[config.mk]
export PLATFORM = sky130hd
export DESIGN_NAME = two_side_game_clock_flat
export DESIGN_NICKNAME = d
export VERILOG_FILES = /design/src/hdl/tsgc_pkg.sv /design/src/hdl/tsgc_in_if.sv /design/src/hdl/tsgc_out_if.sv /design/src/hdl/tsgc_cfg_if.sv /design/src/hdl/two_side_game_clock.sv /design/src/hdl/tsgc_step.sv /design/src/flat_wrapper.sv
export SDC_FILE = /design/constraint.sdc
export NUM_CORES = 1
export LEC_CHECK = 0
export BUFFER_PORTS_ARGS = -buffer_cell sky130_fd_sc_hd__buf_2
export CELL_PAD_IN_SITES_DETAIL_PLACEMENT = 1
export CELL_PAD_IN_SITES_GLOBAL_PLACEMENT = 1
export CORE_MARGIN = 2
export CORE_UTILIZATION = 52
export CTS_BUF_LIST = sky130_fd_sc_hd__clkbuf_8
export CTS_CLUSTER_SIZE = 24
export DETAILED_ROUTE_END_ITERATION = 10
export HOLD_SLACK_MARGIN = 0.05
export PLACE_DENSITY_LB_ADDON = 0.1
export REMOVE_ABC_BUFFERS = 1
export SLEW_MARGIN = 20
export SYNTH_ARGS = -nofsm -noshare
export SYNTH_HDL_FRONTEND = slang
export SYNTH_SLANG_ARGS = --single-unit
export TNS_END_PERCENT = 50
[constraint.sdc]
create_clock -name clk -period 16.5 [get_ports clk]
set_input_delay 4.95 -clock clk [delete_from_list [all_inputs] [get_ports clk]]
set_output_delay 4.95 -clock clk [all_outputs]
set_load 0.02 [all_outputs]
[src/hdl/tsgc_pkg.sv]
// tsgc_pkg: shared types, codes, constants and helpers for the two-side game clock
// no dependencies; used by the channel interfaces and all modules in hdl

package tsgc_pkg;

  localparam int TIME_BITS   = 34;
  localparam int MS_W        = 34;
  localparam int WIDE_W      = (TIME_BITS > MS_W) ? TIME_BITS : MS_W;
  localparam int INIT_SEC_W  = 14;
  localparam int INC_SEC_W   = 8;
  localparam int INIT_MS_W   = 24;
  localparam int INC_MS_W    = 18;
  localparam int MS_PER_SEC_W = 10;
  localparam int CFG_IDX_W   = 2;
  localparam int CFG_DATA_W  = 14;

  localparam logic [INIT_SEC_W-1:0]   MAX_INIT_SEC = INIT_SEC_W'(180 * 60);
  localparam logic [INC_SEC_W-1:0]    MAX_INC_SEC  = INC_SEC_W'(180);
  localparam logic [MS_PER_SEC_W-1:0] MS_PER_SEC   = MS_PER_SEC_W'(1000);

  localparam logic [CFG_IDX_W-1:0] CFG_INIT_SEC = 2'd0;
  localparam logic [CFG_IDX_W-1:0] CFG_INC_SEC  = 2'd1;
  localparam logic [CFG_IDX_W-1:0] CFG_AUTO_SW  = 2'd2;

  typedef enum logic [2:0] {
    OP_START, OP_TICK, OP_MOVE, OP_PRESS, OP_PAUSE, OP_RESUME, OP_RESIGN, OP_UNDO
  } op_t;

  typedef enum logic [1:0] {
    PH_SETUP, PH_RUNNING, PH_PAUSED, PH_FINISHED
  } phase_t;

  typedef enum logic [2:0] {
    ST_NONE, ST_MATE, ST_STALE, ST_DRAW, ST_RESIGN, ST_TIMEOUT
  } status_t;

  typedef enum logic [1:0] {
    SC_NONE, SC_WHITE, SC_BLACK
  } side_code_t;

  typedef enum logic [1:0] {
    OC_NONE, OC_MATE, OC_STALE, OC_DRAW
  } outcome_t;

  typedef struct packed {
    logic [INIT_MS_W-1:0] init_ms;
    logic [INC_MS_W-1:0]  inc_ms;
    logic                 untimed;
    logic                 auto_sw;
  } cfg_t;

  typedef struct packed {
    op_t      op;
    logic     side;
    outcome_t outcome;
    logic     can_mate;
    logic     ply_nonzero;
  } item_t;

  typedef struct packed {
    phase_t               phase;
    logic [TIME_BITS-1:0] white_left;
    logic [TIME_BITS-1:0] black_left;
    logic                 owner;
    logic                 press_owed;
    logic                 owed_side;
    status_t              status;
    side_code_t           winner;
  } state_t;

  typedef struct packed {
    logic [MS_W-1:0] white_ms;
    logic [MS_W-1:0] black_ms;
    phase_t          game_state;
    side_code_t      running_side;
    logic            awaiting_press;
    status_t         result_status;
    side_code_t      winner;
  } res_t;

  function automatic logic [INIT_MS_W-1:0] init_ms_of(logic [CFG_DATA_W-1:0] v);
    logic [INIT_SEC_W-1:0] sec;
    sec = v[INIT_SEC_W-1:0];
    if (sec > MAX_INIT_SEC) sec = MAX_INIT_SEC;
    return INIT_MS_W'(sec) * INIT_MS_W'(MS_PER_SEC);
  endfunction

  function automatic logic [INC_MS_W-1:0] inc_ms_of(logic [CFG_DATA_W-1:0] v);
    logic [INC_SEC_W-1:0] sec;
    sec = v[INC_SEC_W-1:0];
    if (sec > MAX_INC_SEC) sec = MAX_INC_SEC;
    return INC_MS_W'(sec) * INC_MS_W'(MS_PER_SEC);
  endfunction

  function automatic logic [TIME_BITS-1:0] sat_add(logic [TIME_BITS-1:0] t,
                                                   logic [INC_MS_W-1:0] inc);
    logic [TIME_BITS:0] s;
    s = {1'b0, t} + (TIME_BITS + 1)'(inc);
    return s[TIME_BITS] ? {TIME_BITS{1'b1}} : s[TIME_BITS-1:0];
  endfunction

  function automatic logic [MS_W-1:0] ms_out(logic [TIME_BITS-1:0] t);
    logic [WIDE_W-1:0] w;
    w = WIDE_W'(t);
    if (w > WIDE_W'({MS_W{1'b1}})) return {MS_W{1'b1}};
    return w[MS_W-1:0];
  endfunction

endpackage

[src/hdl/tsgc_in_if.sv]
// tsgc_in_if: event input channel, valid/ready with the event fields
// depends on tsgc_pkg

interface tsgc_in_if import tsgc_pkg::*; ();
  logic valid;
  logic ready;
  logic [2:0] op;
  logic       side;
  logic [1:0] outcome;
  logic       can_mate;
  logic       ply_nonzero;

  modport source (output valid, op, side, outcome, can_mate, ply_nonzero, input ready);
  modport sink   (input valid, op, side, outcome, can_mate, ply_nonzero, output ready);
endinterface

[src/hdl/tsgc_out_if.sv]
// tsgc_out_if: result channel, valid/ready with both times and game status
// depends on tsgc_pkg

interface tsgc_out_if import tsgc_pkg::*; ();
  logic valid;
  logic ready;
  logic [MS_W-1:0] white_ms;
  logic [MS_W-1:0] black_ms;
  logic [1:0]      game_state;
  logic [1:0]      running_side;
  logic            awaiting_press;
  logic [2:0]      result_status;
  logic [1:0]      winner;

  modport source (output valid, white_ms, black_ms, game_state, running_side,
                  awaiting_press, result_status, winner, input ready);
  modport sink   (input valid, white_ms, black_ms, game_state, running_side,
                  awaiting_press, result_status, winner, output ready);
endinterface

[src/hdl/tsgc_cfg_if.sv]
// tsgc_cfg_if: configuration write channel, valid/ready with register index and data
// depends on tsgc_pkg

interface tsgc_cfg_if import tsgc_pkg::*; ();
  logic valid;
  logic ready;
  logic [CFG_IDX_W-1:0]  index;
  logic [CFG_DATA_W-1:0] data;

  modport source (output valid, index, data, input ready);
  modport sink   (input valid, index, data, output ready);
endinterface

[src/hdl/two_side_game_clock.sv]
// two_side_game_clock: top level of the two-side game clock with increment
// depends on tsgc_pkg, tsgc_in_if, tsgc_out_if, tsgc_cfg_if and tsgc_step
//
//   channel  direction  transfer when          carries
//   in_ch    sink       valid && ready         one event: op, side, outcome, can_mate, ply_nonzero
//   out_ch   source     valid && ready         state after that event: times, phase, result
//   cfg_ch   sink       valid (ready held 1)   register index and write data
//
// one event per cycle: the game state updates in the cycle of the transfer and the
// result register shows it from the next cycle on
// in_ch.ready is low only while a result waits and out_ch.ready is low
// reset (rst_n low at a clock edge) returns game and config to setup, untimed, no result

module two_side_game_clock import tsgc_pkg::*; (
  input  logic       clk,
  input  logic       rst_n,
  tsgc_in_if.sink    in_ch,
  tsgc_out_if.source out_ch,
  tsgc_cfg_if.sink   cfg_ch
);

  cfg_t   cfg_r;
  state_t state_r;
  state_t state_nxt;
  item_t  item;
  res_t   res_r;
  res_t   res_nxt;
  logic   out_valid_r;
  logic   in_xfer;

  localparam state_t STATE_RST = '{
    phase:      PH_SETUP,
    white_left: '0,
    black_left: '0,
    owner:      1'b0,
    press_owed: 1'b0,
    owed_side:  1'b0,
    status:     ST_NONE,
    winner:     SC_NONE
  };

  assign item.op          = op_t'(in_ch.op);
  assign item.side        = in_ch.side;
  assign item.outcome     = outcome_t'(in_ch.outcome);
  assign item.can_mate    = in_ch.can_mate;
  assign item.ply_nonzero = in_ch.ply_nonzero;

  assign in_ch.ready = !out_valid_r || out_ch.ready;
  assign in_xfer     = in_ch.valid && in_ch.ready;
  assign cfg_ch.ready = 1'b1;

  tsgc_step u_step (
    .cur  (state_r),
    .cfg  (cfg_r),
    .item (item),
    .nxt  (state_nxt)
  );

  always_comb begin
    res_nxt.white_ms       = ms_out(state_nxt.white_left);
    res_nxt.black_ms       = ms_out(state_nxt.black_left);
    res_nxt.game_state     = state_nxt.phase;
    res_nxt.running_side   = (state_nxt.phase == PH_RUNNING && !cfg_r.untimed) ?
                             (state_nxt.owner ? SC_BLACK : SC_WHITE) : SC_NONE;
    res_nxt.awaiting_press = state_nxt.press_owed;
    res_nxt.result_status  = state_nxt.status;
    res_nxt.winner         = state_nxt.winner;
  end

  always_ff @(posedge clk) begin
    if (!rst_n) begin
      cfg_r.init_ms <= '0;
      cfg_r.inc_ms  <= '0;
      cfg_r.untimed <= 1'b1;
      cfg_r.auto_sw <= 1'b0;
    end else if (cfg_ch.valid) begin
      unique case (cfg_ch.index)
        CFG_INIT_SEC: begin
          cfg_r.init_ms <= init_ms_of(cfg_ch.data);
          cfg_r.untimed <= (cfg_ch.data == '0);
        end
        CFG_INC_SEC: cfg_r.inc_ms  <= inc_ms_of(cfg_ch.data);
        CFG_AUTO_SW: cfg_r.auto_sw <= cfg_ch.data[0];
        default: ;
      endcase
    end
  end

  always_ff @(posedge clk) begin
    if (!rst_n) begin
      state_r     <= STATE_RST;
      out_valid_r <= 1'b0;
    end else begin
      if (in_xfer) state_r <= state_nxt;
      if (in_xfer) out_valid_r <= 1'b1;
      else if (out_ch.ready) out_valid_r <= 1'b0;
    end
  end

  always_ff @(posedge clk) begin
    if (in_xfer) res_r <= res_nxt;
  end

  assign out_ch.valid          = out_valid_r;
  assign out_ch.white_ms       = res_r.white_ms;
  assign out_ch.black_ms       = res_r.black_ms;
  assign out_ch.game_state     = res_r.game_state;
  assign out_ch.running_side   = res_r.running_side;
  assign out_ch.awaiting_press = res_r.awaiting_press;
  assign out_ch.result_status  = res_r.result_status;
  assign out_ch.winner         = res_r.winner;

endmodule

[src/hdl/tsgc_step.sv]
// tsgc_step: next game state for one event, pure combinational update
// depends on tsgc_pkg

module tsgc_step import tsgc_pkg::*; (
  input  state_t cur,
  input  cfg_t   cfg,
  input  item_t  item,
  output state_t nxt
);

  logic                 timed;
  logic                 running;
  logic [TIME_BITS-1:0] own_t;
  logic [TIME_BITS-1:0] own_dec;
  logic [TIME_BITS-1:0] own_inc;

  function automatic state_t finish(state_t s, status_t st, side_code_t w);
    state_t r;
    r            = s;
    r.status     = st;
    r.winner     = w;
    r.press_owed = 1'b0;
    r.phase      = PH_FINISHED;
    return r;
  endfunction

  function automatic state_t hand_over(state_t s, logic to, logic tm,
                                       logic [TIME_BITS-1:0] inc_t);
    state_t r;
    r = s;
    if (tm) begin
      if (s.owner) r.black_left = inc_t;
      else r.white_left = inc_t;
    end
    r.owner      = to;
    r.press_owed = 1'b0;
    return r;
  endfunction

  always_comb begin
    timed   = !cfg.untimed;
    running = (cur.phase == PH_RUNNING);
    own_t   = cur.owner ? cur.black_left : cur.white_left;
    own_dec = (own_t != '0) ? own_t - TIME_BITS'(1) : '0;
    own_inc = sat_add(own_t, cfg.inc_ms);
    nxt     = cur;
    unique case (item.op)
      OP_START: begin
        nxt.white_left = TIME_BITS'(cfg.init_ms);
        nxt.black_left = TIME_BITS'(cfg.init_ms);
        nxt.owner      = item.side;
        nxt.press_owed = 1'b0;
        nxt.status     = ST_NONE;
        nxt.winner     = SC_NONE;
        nxt.phase      = PH_RUNNING;
      end
      OP_TICK: begin
        if (running && timed) begin
          if (cur.owner) nxt.black_left = own_dec;
          else nxt.white_left = own_dec;
          if (own_dec == '0) begin
            nxt = finish(nxt, ST_TIMEOUT,
                         item.can_mate ? (cur.owner ? SC_WHITE : SC_BLACK) : SC_NONE);
          end
        end
      end
      OP_MOVE: begin
        if (running) begin
          if (cfg.auto_sw || cfg.untimed) begin
            nxt = hand_over(cur, !item.side, timed, own_inc);
          end else begin
            nxt.press_owed = 1'b1;
            nxt.owed_side  = item.side;
          end
          case (item.outcome)
            OC_MATE:  nxt = finish(nxt, ST_MATE, item.side ? SC_BLACK : SC_WHITE);
            OC_STALE: nxt = finish(nxt, ST_STALE, SC_NONE);
            OC_DRAW:  nxt = finish(nxt, ST_DRAW, SC_NONE);
            default:  ;
          endcase
        end
      end
      OP_PRESS: begin
        if (running && cur.press_owed) nxt = hand_over(cur, !cur.owed_side, timed, own_inc);
      end
      OP_PAUSE: begin
        if (running) nxt.phase = PH_PAUSED;
      end
      OP_RESUME: begin
        if (cur.phase == PH_PAUSED) nxt.phase = PH_RUNNING;
      end
      OP_RESIGN: begin
        if (running || cur.phase == PH_PAUSED) begin
          nxt = finish(cur, ST_RESIGN, item.side ? SC_WHITE : SC_BLACK);
        end
      end
      OP_UNDO: begin
        if (cur.phase != PH_SETUP && item.ply_nonzero) begin
          if (cur.phase == PH_FINISHED) begin
            nxt.status = ST_NONE;
            nxt.winner = SC_NONE;
            nxt.phase  = PH_RUNNING;
          end
          nxt.press_owed = 1'b0;
          nxt.owner      = item.side;
        end
      end
      default: ;
    endcase
  end

endmodule
[src/flat_wrapper.sv]
// flat-port wrapper written by rule: the top's interface ports become plain ports
module two_side_game_clock_flat import tsgc_pkg::*;
  (clk, rst_n, in_ch_valid, in_ch_op, in_ch_side, in_ch_outcome, in_ch_can_mate, in_ch_ply_nonzero, in_ch_ready, out_ch_valid, out_ch_white_ms, out_ch_black_ms, out_ch_game_state, out_ch_running_side, out_ch_awaiting_press, out_ch_result_status, out_ch_winner, out_ch_ready, cfg_ch_valid, cfg_ch_index, cfg_ch_data, cfg_ch_ready);
  tsgc_in_if in_ch_i ();
  tsgc_out_if out_ch_i ();
  tsgc_cfg_if cfg_ch_i ();
  input  logic clk;
  input  logic rst_n;
  input wire logic [$bits(in_ch_i.valid)-1:0] in_ch_valid;
  input wire logic [$bits(in_ch_i.op)-1:0] in_ch_op;
  input wire logic [$bits(in_ch_i.side)-1:0] in_ch_side;
  input wire logic [$bits(in_ch_i.outcome)-1:0] in_ch_outcome;
  input wire logic [$bits(in_ch_i.can_mate)-1:0] in_ch_can_mate;
  input wire logic [$bits(in_ch_i.ply_nonzero)-1:0] in_ch_ply_nonzero;
  output wire logic [$bits(in_ch_i.ready)-1:0] in_ch_ready;
  output wire logic [$bits(out_ch_i.valid)-1:0] out_ch_valid;
  output wire logic [$bits(out_ch_i.white_ms)-1:0] out_ch_white_ms;
  output wire logic [$bits(out_ch_i.black_ms)-1:0] out_ch_black_ms;
  output wire logic [$bits(out_ch_i.game_state)-1:0] out_ch_game_state;
  output wire logic [$bits(out_ch_i.running_side)-1:0] out_ch_running_side;
  output wire logic [$bits(out_ch_i.awaiting_press)-1:0] out_ch_awaiting_press;
  output wire logic [$bits(out_ch_i.result_status)-1:0] out_ch_result_status;
  output wire logic [$bits(out_ch_i.winner)-1:0] out_ch_winner;
  input wire logic [$bits(out_ch_i.ready)-1:0] out_ch_ready;
  input wire logic [$bits(cfg_ch_i.valid)-1:0] cfg_ch_valid;
  input wire logic [$bits(cfg_ch_i.index)-1:0] cfg_ch_index;
  input wire logic [$bits(cfg_ch_i.data)-1:0] cfg_ch_data;
  output wire logic [$bits(cfg_ch_i.ready)-1:0] cfg_ch_ready;
  assign in_ch_i.valid = in_ch_valid;
  assign in_ch_i.op = in_ch_op;
  assign in_ch_i.side = in_ch_side;
  assign in_ch_i.outcome = in_ch_outcome;
  assign in_ch_i.can_mate = in_ch_can_mate;
  assign in_ch_i.ply_nonzero = in_ch_ply_nonzero;
  assign in_ch_ready = in_ch_i.ready;
  assign out_ch_valid = out_ch_i.valid;
  assign out_ch_white_ms = out_ch_i.white_ms;
  assign out_ch_black_ms = out_ch_i.black_ms;
  assign out_ch_game_state = out_ch_i.game_state;
  assign out_ch_running_side = out_ch_i.running_side;
  assign out_ch_awaiting_press = out_ch_i.awaiting_press;
  assign out_ch_result_status = out_ch_i.result_status;
  assign out_ch_winner = out_ch_i.winner;
  assign out_ch_i.ready = out_ch_ready;
  assign cfg_ch_i.valid = cfg_ch_valid;
  assign cfg_ch_i.index = cfg_ch_index;
  assign cfg_ch_i.data = cfg_ch_data;
  assign cfg_ch_ready = cfg_ch_i.ready;
  two_side_game_clock u_core (.clk(clk), .rst_n(rst_n), .in_ch(in_ch_i), .out_ch(out_ch_i), .cfg_ch(cfg_ch_i));
endmodule
==> results of run 1 <==
metal layers:
| layer | up-vias | part of all wire, % | global-route usage (%) |
|---|---|---|---|
| li1 | 7497 | - | - |
| met1 | 8478 | 38 | 48.27 |
| met2 | 902 | 48 | 67.05 |
| met3 | 281 | 7.8 | 6.933 |
| met4 | 4 | 6.1 | 24.26 |
| met5 | - | 0.050 | 0 |
cells in the mapped netlist, drive strengths merged (32+ instances only):
cell | count | share of area (%)
nand3 | 48 | 1.4
xnor2 | 47 | 2.4
inv | 139 | 3.1
dfxtp | 117 | 14
fa | 64 | 7.6
ha | 101 | 7.5
edfxtp | 78 | 14
o21ai | 147 | 4.4
clkbuf | 93 | 2.1
nand2 | 197 | 4.4
and2 | 32 | 1.2
nor3 | 52 | 1.6
a21oi | 150 | 4.5
nor2 | 190 | 4.3
a22oi | 36 | 1.6
a31oi | 33 | 1.2
worst paths after layout:
| path | from | end | slack [ps] | cells after the start |
|---|---|---|---|---|
| hold / removal | u_core.cfg_r[7]$_SDFFE_PN0P_ | u_core.cfg_r[7]$_SDFFE_PN0P_ | 490 | 2 |
| setup / recovery | out_ch_ready | in_ch_ready | 6170 | 3 |
| hold reg to reg | u_core.cfg_r[7]$_SDFFE_PN0P_ | u_core.cfg_r[7]$_SDFFE_PN0P_ | 490 | 2 |
| setup reg to reg | u_core.state_r[7]$_SDFFE_PN0P_ | u_core.out_ch.white_ms[15]$_SDFFCE_PN1P_ | 10790 | 14 |
stage by stage:
step	utilization [%]	instance area (µm²)
after floorplan	-	16340
after global placement	55.91	17730
after detailed placement	55.93	17740
after CTS	57.21	18150
after global routing	57.23	18150
final	57.24	18150
worst max-delay path: stages:
cell and delay [ps]:
buf_2 90, nand2b_1 160, buf_2 180
power by group through the flow:
stage          clock network (mW)  logic (mW)  registers [mW]
2_1_floorplan                   0       0.651           0.602
5_1_grt                     0.356        1.06           0.598
4_1_cts                     0.343       0.951           0.593
3_3_place_gp                    0       0.882           0.602
6_report                    0.343       0.955           0.596
3_5_place_dp                    0       0.944           0.604
final cells by class:
class / count / area, µm²
fillers: 3878 / 13560
multi-input cells: 1586 / 11180
flip-flops and latches: 195 / 4688
repair buffers: 147 / 833.3
inverters: 143 / 539.3
well taps: 402 / 503.0
clock buffers: 18 / 247.7
clock inverters: 14 / 158.9
diodes: 1 / 2.502
registers in the layout, indices dropped and copies added (netlist names):
name	cells
u_core.state_r	78
u_core.cfg_r	38
u_core.out_ch.black_ms	34
u_core.out_ch.white_ms	34
u_core.out_ch.result_status	3
u_core.out_ch.game_state	2
u_core.out_ch.running_side	2
u_core.out_ch.winner	2
u_core.out_ch.awaiting_press	1
u_core.out_ch.valid	1
cell families after synthesis:
group                    share of synthesized area, %
AO/OA/AOI/OAI                                   24.06
XOR/XNOR                                        3.956
adder cells (fa/ha/maj)                         15.12
buffers and inverters                           6.105
flip-flops                                      27.84
multiplexers                                    3.502
other                                         0.04463
AND/OR/NAND/NOR                                 19.36
==> summary.md, run 1 <==
| Metric | Value |
|---|---|
| Top_reg_cell synth | dfxtp_1 |
| Status | finished clean |
| Hold Path Class | reg -> reg |
| Sw power | 0.8401 mW |
| F_max | 96.80 MHz |
| Placer Congestion | roughly 0.99 |
| Final hold slack | 493.5 ps |
| Global-route usage over all layers | 40.09% |
| Final WS setup | 6169 ps |
| Tightest Pin Transition | 1199 ps |
| Clock skew | 27.02 ps |
| Sequential power share | 31.5% |
| Ratio of cells with drive above 1 in the final layout | 12.32% |
| Hold-fix buffers, CTS | 0 |
| Congestion Overflow GR | 0 |
| Cts bufs inserted | 17 |
| Pwr dens | 104.4 nW/µm² |
| Max-slew violations | 0 |
| Initial core utilization | 53.05% |
| DRC | 0 |
| Final wirelength | 67560 µm |
| Post-synth EDFFs | 78 |
| H-tree Lvls | 4 |
| Sw frac | 44.34% |
| Number of I/O port buffers | roughly 110 |
| Setup TNS | 0 ps |
| Initial antenna violation count | 4 |
| PostCTS Resize Cnt | 0 |
| CTS tree | done |
| Pin count of the biggest net entering global routing | 74 |
| Full die area | 33810 µm² |
| Cell count after synthesis | about 2000 |
| Die width | between 150 and 200 µm |
| Post-Place Setup Slack | roughly 5700 ps |
| CP Class | in -> out |
| Root Buffer | clkbuf_8 |
| Commonest cells after routing, fill and taps aside | nand2_1 (197), nor2_1 (186), a21oi_1 (150) |
| Core area | 31720 µm² |
| CTS sink cnt | about 200 |
| Worst VDD drop | 0.07910 mV |
| Detailed Place HPWL | 50560 µm |
| Mapped Area | 16830 µm² |
| Unrepaired setup endpoints after global routing | no |
| Register bit total from synthesis | 195 |
| Combinational Power Share | between 50% and 60% |
| Crit Path Max Fanout | 3 |
| First-pass GRT wire length | 102800 µm |
| Site row count | 65 |
| Critical Path RT | 11550 ps |
| Arrival time worst endpoint | 5380 ps |
| Max Cap Viol | 0 |
| Synth cell types | 88 |
| DR iter-0 viols | ~1800 |
| Internal | 1.055 mW |
| Relative slew slack | 19.58% |
| Final period util | 62.61% |
| Lkg Pwr | approximately 7.5 nW |
| Clock transition at the registers of the reported paths | 110 ps |
| Syn Area/Cell | 8.244 µm² |
| Die height | 183.9 µm |
| Avg WL per Cell | 26.96 µm |
| Crit. End Element | primary output |
| Vias per inst | slightly below 7 |
| Startpoint type of the worst setup path | input pin |
| Longest Clk Path Bufs | 2 |
| Tot Pwr | 1.895 mW |
| Period minus WS final | 10330 ps |
| Vias in the first global route | 17620 |
| Antenna-violating nets left | 0 |
| Clock network power share | 18.1% |
| Post-CTS Setup Bufs | 0 |
| Number of warning messages in the yosys log | 0 |
| Fin. Hold Viols | 0 |
| Ys async rst share | 0% |
| Sequential-to-total area share from yosys stat | 27.84% |
| Via count | 17160 |
| Worst-skew pair later-pin latency | 560 ps |
| Layout area overhead | 7.897% |
| I/O pin cnt | 110 |
| Layout net count | between 2000 and 2500 |
| DRT Pass-1 Iters | 8 |
| # placed instances | 2473 |
| Commonest non-fill, non-tap cell in the layout | nand2_1 |
| Final setup viols | 0 |
| Final std cells w/o fill | roughly 2500 |
(Power assumes the default switching activity.)
==> run 2, diff against run 1 <==
ABC_AREA = 1   (was default)
CORE_UTILIZATION = 42   (was 52)
clock period = 8.85 ns   (was 16.5 ns; I/O delays follow)
==> summary.md, run 2 <==
| Metric | Value |
|---|---|
| Final std cells w/o fill | 2987 (was 2506) |
| Post-synth EDFFs | 78 (unchanged) |
| Final period util | approximately 93% |
| Reg2Reg Capture Point | u_core.out_ch.running_side[0]$_SDFFCE_PN0P_ (was u_core.out_ch.white_ms[15]$_SDFFCE_PN1P_) |
| Crit Path Max Fanout | 10 (was 3) |
| I/O pin cnt | 110 (unchanged) |
| Post-synth top cells | nand2_1 (504), inv_1 (417), nor2_1 (210) (was nand2_1 (197), nor2_1 (189), a21oi_1 (150)) |
| Commonest cells after routing, fill and taps aside | nand2_1 (504), inv_1 (415), nor2_1 (206) (was nand2_1 (197), nor2_1 (186), a21oi_1 (150)) |
| Register bit total from synthesis | 195 (unchanged) |
| Pin count of the biggest net entering global routing | 94 (was 74) |
| Vias per inst | 5.389 (was 6.848) |
| Arrival time worst endpoint | 8740 ps (was 5380 ps) |
| Post-CTS Setup Bufs | 0 (unchanged) |
| Placer Congestion | 0.9137 (was 0.9943) |
| DR iter-0 viols | 745 (was 1816) |
| F_max | 121.1 MHz |
| Mapped Area | 16800 µm² (was 16830 µm²) |
| Commonest non-fill, non-tap cell in the layout | nand2_1 (unchanged) |
| # placed instances | 2954 (was 2473) |
| Lkg Pwr | 9.011 nW (was 7.483 nW) |
| Largest registers | u_core.state_r x78, u_core.cfg_r x38 (unchanged) |
| Fillers | 5176 (was 3878) |
| Synth cell types | 58 (was 88) |
| Hold path endpoint | u_core.state_r[45]$_SDFFE_PN0P_ (was u_core.cfg_r[7]$_SDFFE_PN0P_) |
| Status | finished clean (unchanged) |
| Pwr dens | 198.8 nW/µm² (was 104.4 nW/µm²) |
| Congestion Overflow GR | 0 (unchanged) |
| Synth top area share | 13.94% (was 13.92%) |
| CTS tree | done (unchanged) |
| Period minus WS final | 8260 ps |
| Avg WL per Cell | 19.39 µm (was 26.96 µm) |
| CP Class | in -> reg (was in -> out) |
| Root Buffer | clkbuf_8 (unchanged) |
| DRC | 0 (unchanged) |
| Core area | 39640 µm² (was 31720 µm²) |
| Max-slew violations | 0 (unchanged) |
| Critical Path RT | 9330 ps (was 11550 ps) |
| H-tree Lvls | 4 (unchanged) |
| Cell count after synthesis | 2385 (was 2041) |
| Final hold slack | 507.1 ps (was 493.5 ps) |
| Post-synth top area cell | dfxtp_1 (unchanged) |
| Sequential-to-total area share from yosys stat | 27.88% (was 27.84%) |
| R2R Path Start | u_core.state_r[7]$_SDFFE_PN0P_ (unchanged) |
| First-pass GRT wire length | 92470 µm (was 102800 µm) |
| Top reg by flops | u_core.state_r (unchanged) |
| Vias in the first global route | 17010 (was 17620) |
| Final setup viols | 0 (unchanged) |
| Antenna-violating nets left | 0 (unchanged) |
| R2R cell count | 22 (was 14) |
| Via count | 16100 (was 17160) |
| Worst-skew pair later-pin latency | 560 ps (about the same) |
| Layout net count | 2642 (was 2284) |
| Hold-fix buffers, CTS | 0 (unchanged) |
| Global-route usage over all layers | 28.60% (was 40.09%) |
| Cts bufs inserted | 17 (unchanged) |
| Worst VDD drop | 0.1586 mV (was 0.07910 mV) |
| Number of warning messages in the yosys log | 0 (unchanged) |
| Syn Area/Cell | 7.044 µm² (was 8.244 µm²) |
| Longest Clk Path Bufs | 2 (unchanged) |
| Ys async rst share | 0% (unchanged) |
| Ratio of cells with drive above 1 in the final layout | 11.01% (was 12.32%) |
| Most common cell in the netlist | nand2_1 (unchanged) |
| CTS sink cnt | 195 (unchanged) |
| Top_reg_cell synth | dfxtp_1 (unchanged) |
| Site row count | 73 (was 65) |
| Startpoint type of the worst setup path | input pin (unchanged) |
| Clock transition at the registers of the reported paths | 130 ps (was 110 ps) |
| Synth top area cells | dfxtp_1 (14%), edfxtp_1 (14%), nand2_1 (11%) (was dfxtp_1 (14%), edfxtp_1 (14%), fa_1 (7.6%)) |
| Initial antenna violation count | 0 (was 4) |
| Unrepaired setup endpoints after global routing | no (unchanged) |
| Most numerous cell on the critical path | nand2_1 (was buf_2) |
| Fin. Hold Viols | 0 (unchanged) |
| Layout area overhead | 8.431% (was 7.897%) |
| Max reg flops | 78 (unchanged) |
| Clock skew | 21.51 ps (was 27.02 ps) |
| Slowest cell delay on critical path | 530 ps (was 180 ps) |
| DRT Pass-1 Iters | 6 (was 8) |
| Max Cap Viol | 0 (unchanged) |
| Initial core utilization | 42.38% (was 53.05%) |
| Die width | 204 µm (was 183.9 µm) |
| Crit. End Element | flop (was primary output) |
| Tightest Pin Transition | 1079 ps (was 1199 ps) |
| Number of I/O port buffers | 108 (unchanged) |
| Hold Path Class | reg -> reg (unchanged) |
| Die height | 204 µm (was 183.9 µm) |
| Hold Crit Start | u_core.state_r[45]$_SDFFE_PN0P_ (was u_core.cfg_r[7]$_SDFFE_PN0P_) |
| R2R Setup Slk | 3230 ps (was 10790 ps) |
| PostCTS Resize Cnt | 0 (unchanged) |
| Final wirelength | 57910 µm (was 67560 µm) |
| Full die area | 41620 µm² (was 33810 µm²) |
| Relative slew slack | 27.64% (was 19.58%) |
| Crit path max-delay cell type | fa_1 (was buf_2) |
| Cells on Worst Hold Path | 2 (unchanged) |
| Detailed Place HPWL | 44700 µm (was 50560 µm) |
## run 2: changes by cell type after synthesis, sizes merged, moves of 28 or more
| cell | delta |
|---|---|
| xnor2 | -34 |
| inv | +284 |
| and2 | -31 |
| mux2 | -28 |
| clkbuf | -33 |
| nor3 | -36 |
| a21oi | +31 |
| nor2 | +46 |
| o21ai | +67 |
| nand2 | +360 |
| a31oi | -30 |
| nand3 | +73 |
| a22oi | -28 |
## run 2: layout make-up
| class | instances | area, µm² | area share [%] |
|---|---|---|---|
| timing repair buffer | 126 | 675.6 | 3.709 |
| multi-input combinational | 1679 | 10140 | 55.65 |
| clock inverter | 15 | 209.0 | 1.147 |
| clock buffer | 17 | 234.0 | 1.284 |
| antenna | 1 | 2.502 | 0.01374 |
| sequential | 195 | 4686 | 25.72 |
| tap | 525 | 656.9 | 3.606 |
| inverter | 429 | 1615 | 8.867 |
## run 2: logic make-up (layout without fill, tap and decap cells)
group                      after synthesis  after routing  share of synthesized area [%]
DFF                                    195            195                          27.88
and+or+nand+nor                        961            961                          25.46
buffers and inverters                  511            587                          11.95
adders and majority gates              165            165                          15.15
AOI/OAI and AO/OA                      508            508                          17.26
xor gates and xnor gates                43             43                          2.242
other                                    2              3                        0.04470
## run 2: worst max path at each step
stage | slack [ps] | cells after the start | start | to
after global placement | 270 | 29 | cfg_ch_data[0] | u_core.cfg_r[43]$_SDFFE_PN0P_
after floorplan | 930 | 28 | cfg_ch_data[0] | u_core.cfg_r[43]$_SDFFE_PN0P_
after detailed placement | -10 | 34 | cfg_ch_data[0] | u_core.cfg_r[43]$_SDFFE_PN0P_
final | 590 | 34 | cfg_ch_data[0] | u_core.cfg_r[43]$_SDFFE_PN0P_
after CTS | 590 | 34 | cfg_ch_data[0] | u_core.cfg_r[43]$_SDFFE_PN0P_
after global routing | 4 | 29 | cfg_ch_data[2] | u_core.cfg_r[40]$_SDFFE_PN0P_
## run 2: report_power, final
part	internal, mW	total, mW	switching [mW]
logic	0.682	1.91	1.23
registers	1.02	1.07	0.0492
clock network	0.245	0.645	0.399
total	1.94	3.62	1.68
## run 2: critical path: cells and delay by family
family,cells,cell delay (ps)
adder cells (fa/ha/maj),5,2130
AND/OR/NAND/NOR,13,1610
AO/OA/AOI/OAI,8,1550
buffers and inverters,8,750
## run 2: metrics by stage
| stage | worst slack [ps] | utilization [%] | power, mW | area, µm² | TNS [ps] |
|---|---|---|---|---|---|
| after detailed placement | -11.58 | 44.83 | 2.995 | 17770 | -11.58 |
| after CTS | 591.0 | 45.95 | 3.651 | 18210 | 0 |
| final | 590.2 | 45.95 | 3.622 | 18220 | 0 |
| after global placement | 265.8 | 44.83 | 2.914 | 17770 | 0 |
| after floorplan | 933.4 | - | 2.464 | 16400 | 0 |
| after global routing | 3.777 | 45.95 | 3.933 | 18210 | 0 |
## run 2: layer usage
layer  global-route usage (%)  share of wire, %  vias to the layer above  wire length, µm
met5                        0                 0                        -                0
met2                    50.00                49                      290            28460
met1                    35.20                44                     7860            25270
li1                         -                 -                     7864                -
met4                    11.65               3.5                        0             2008
met3                    4.273               3.8                       82             2173
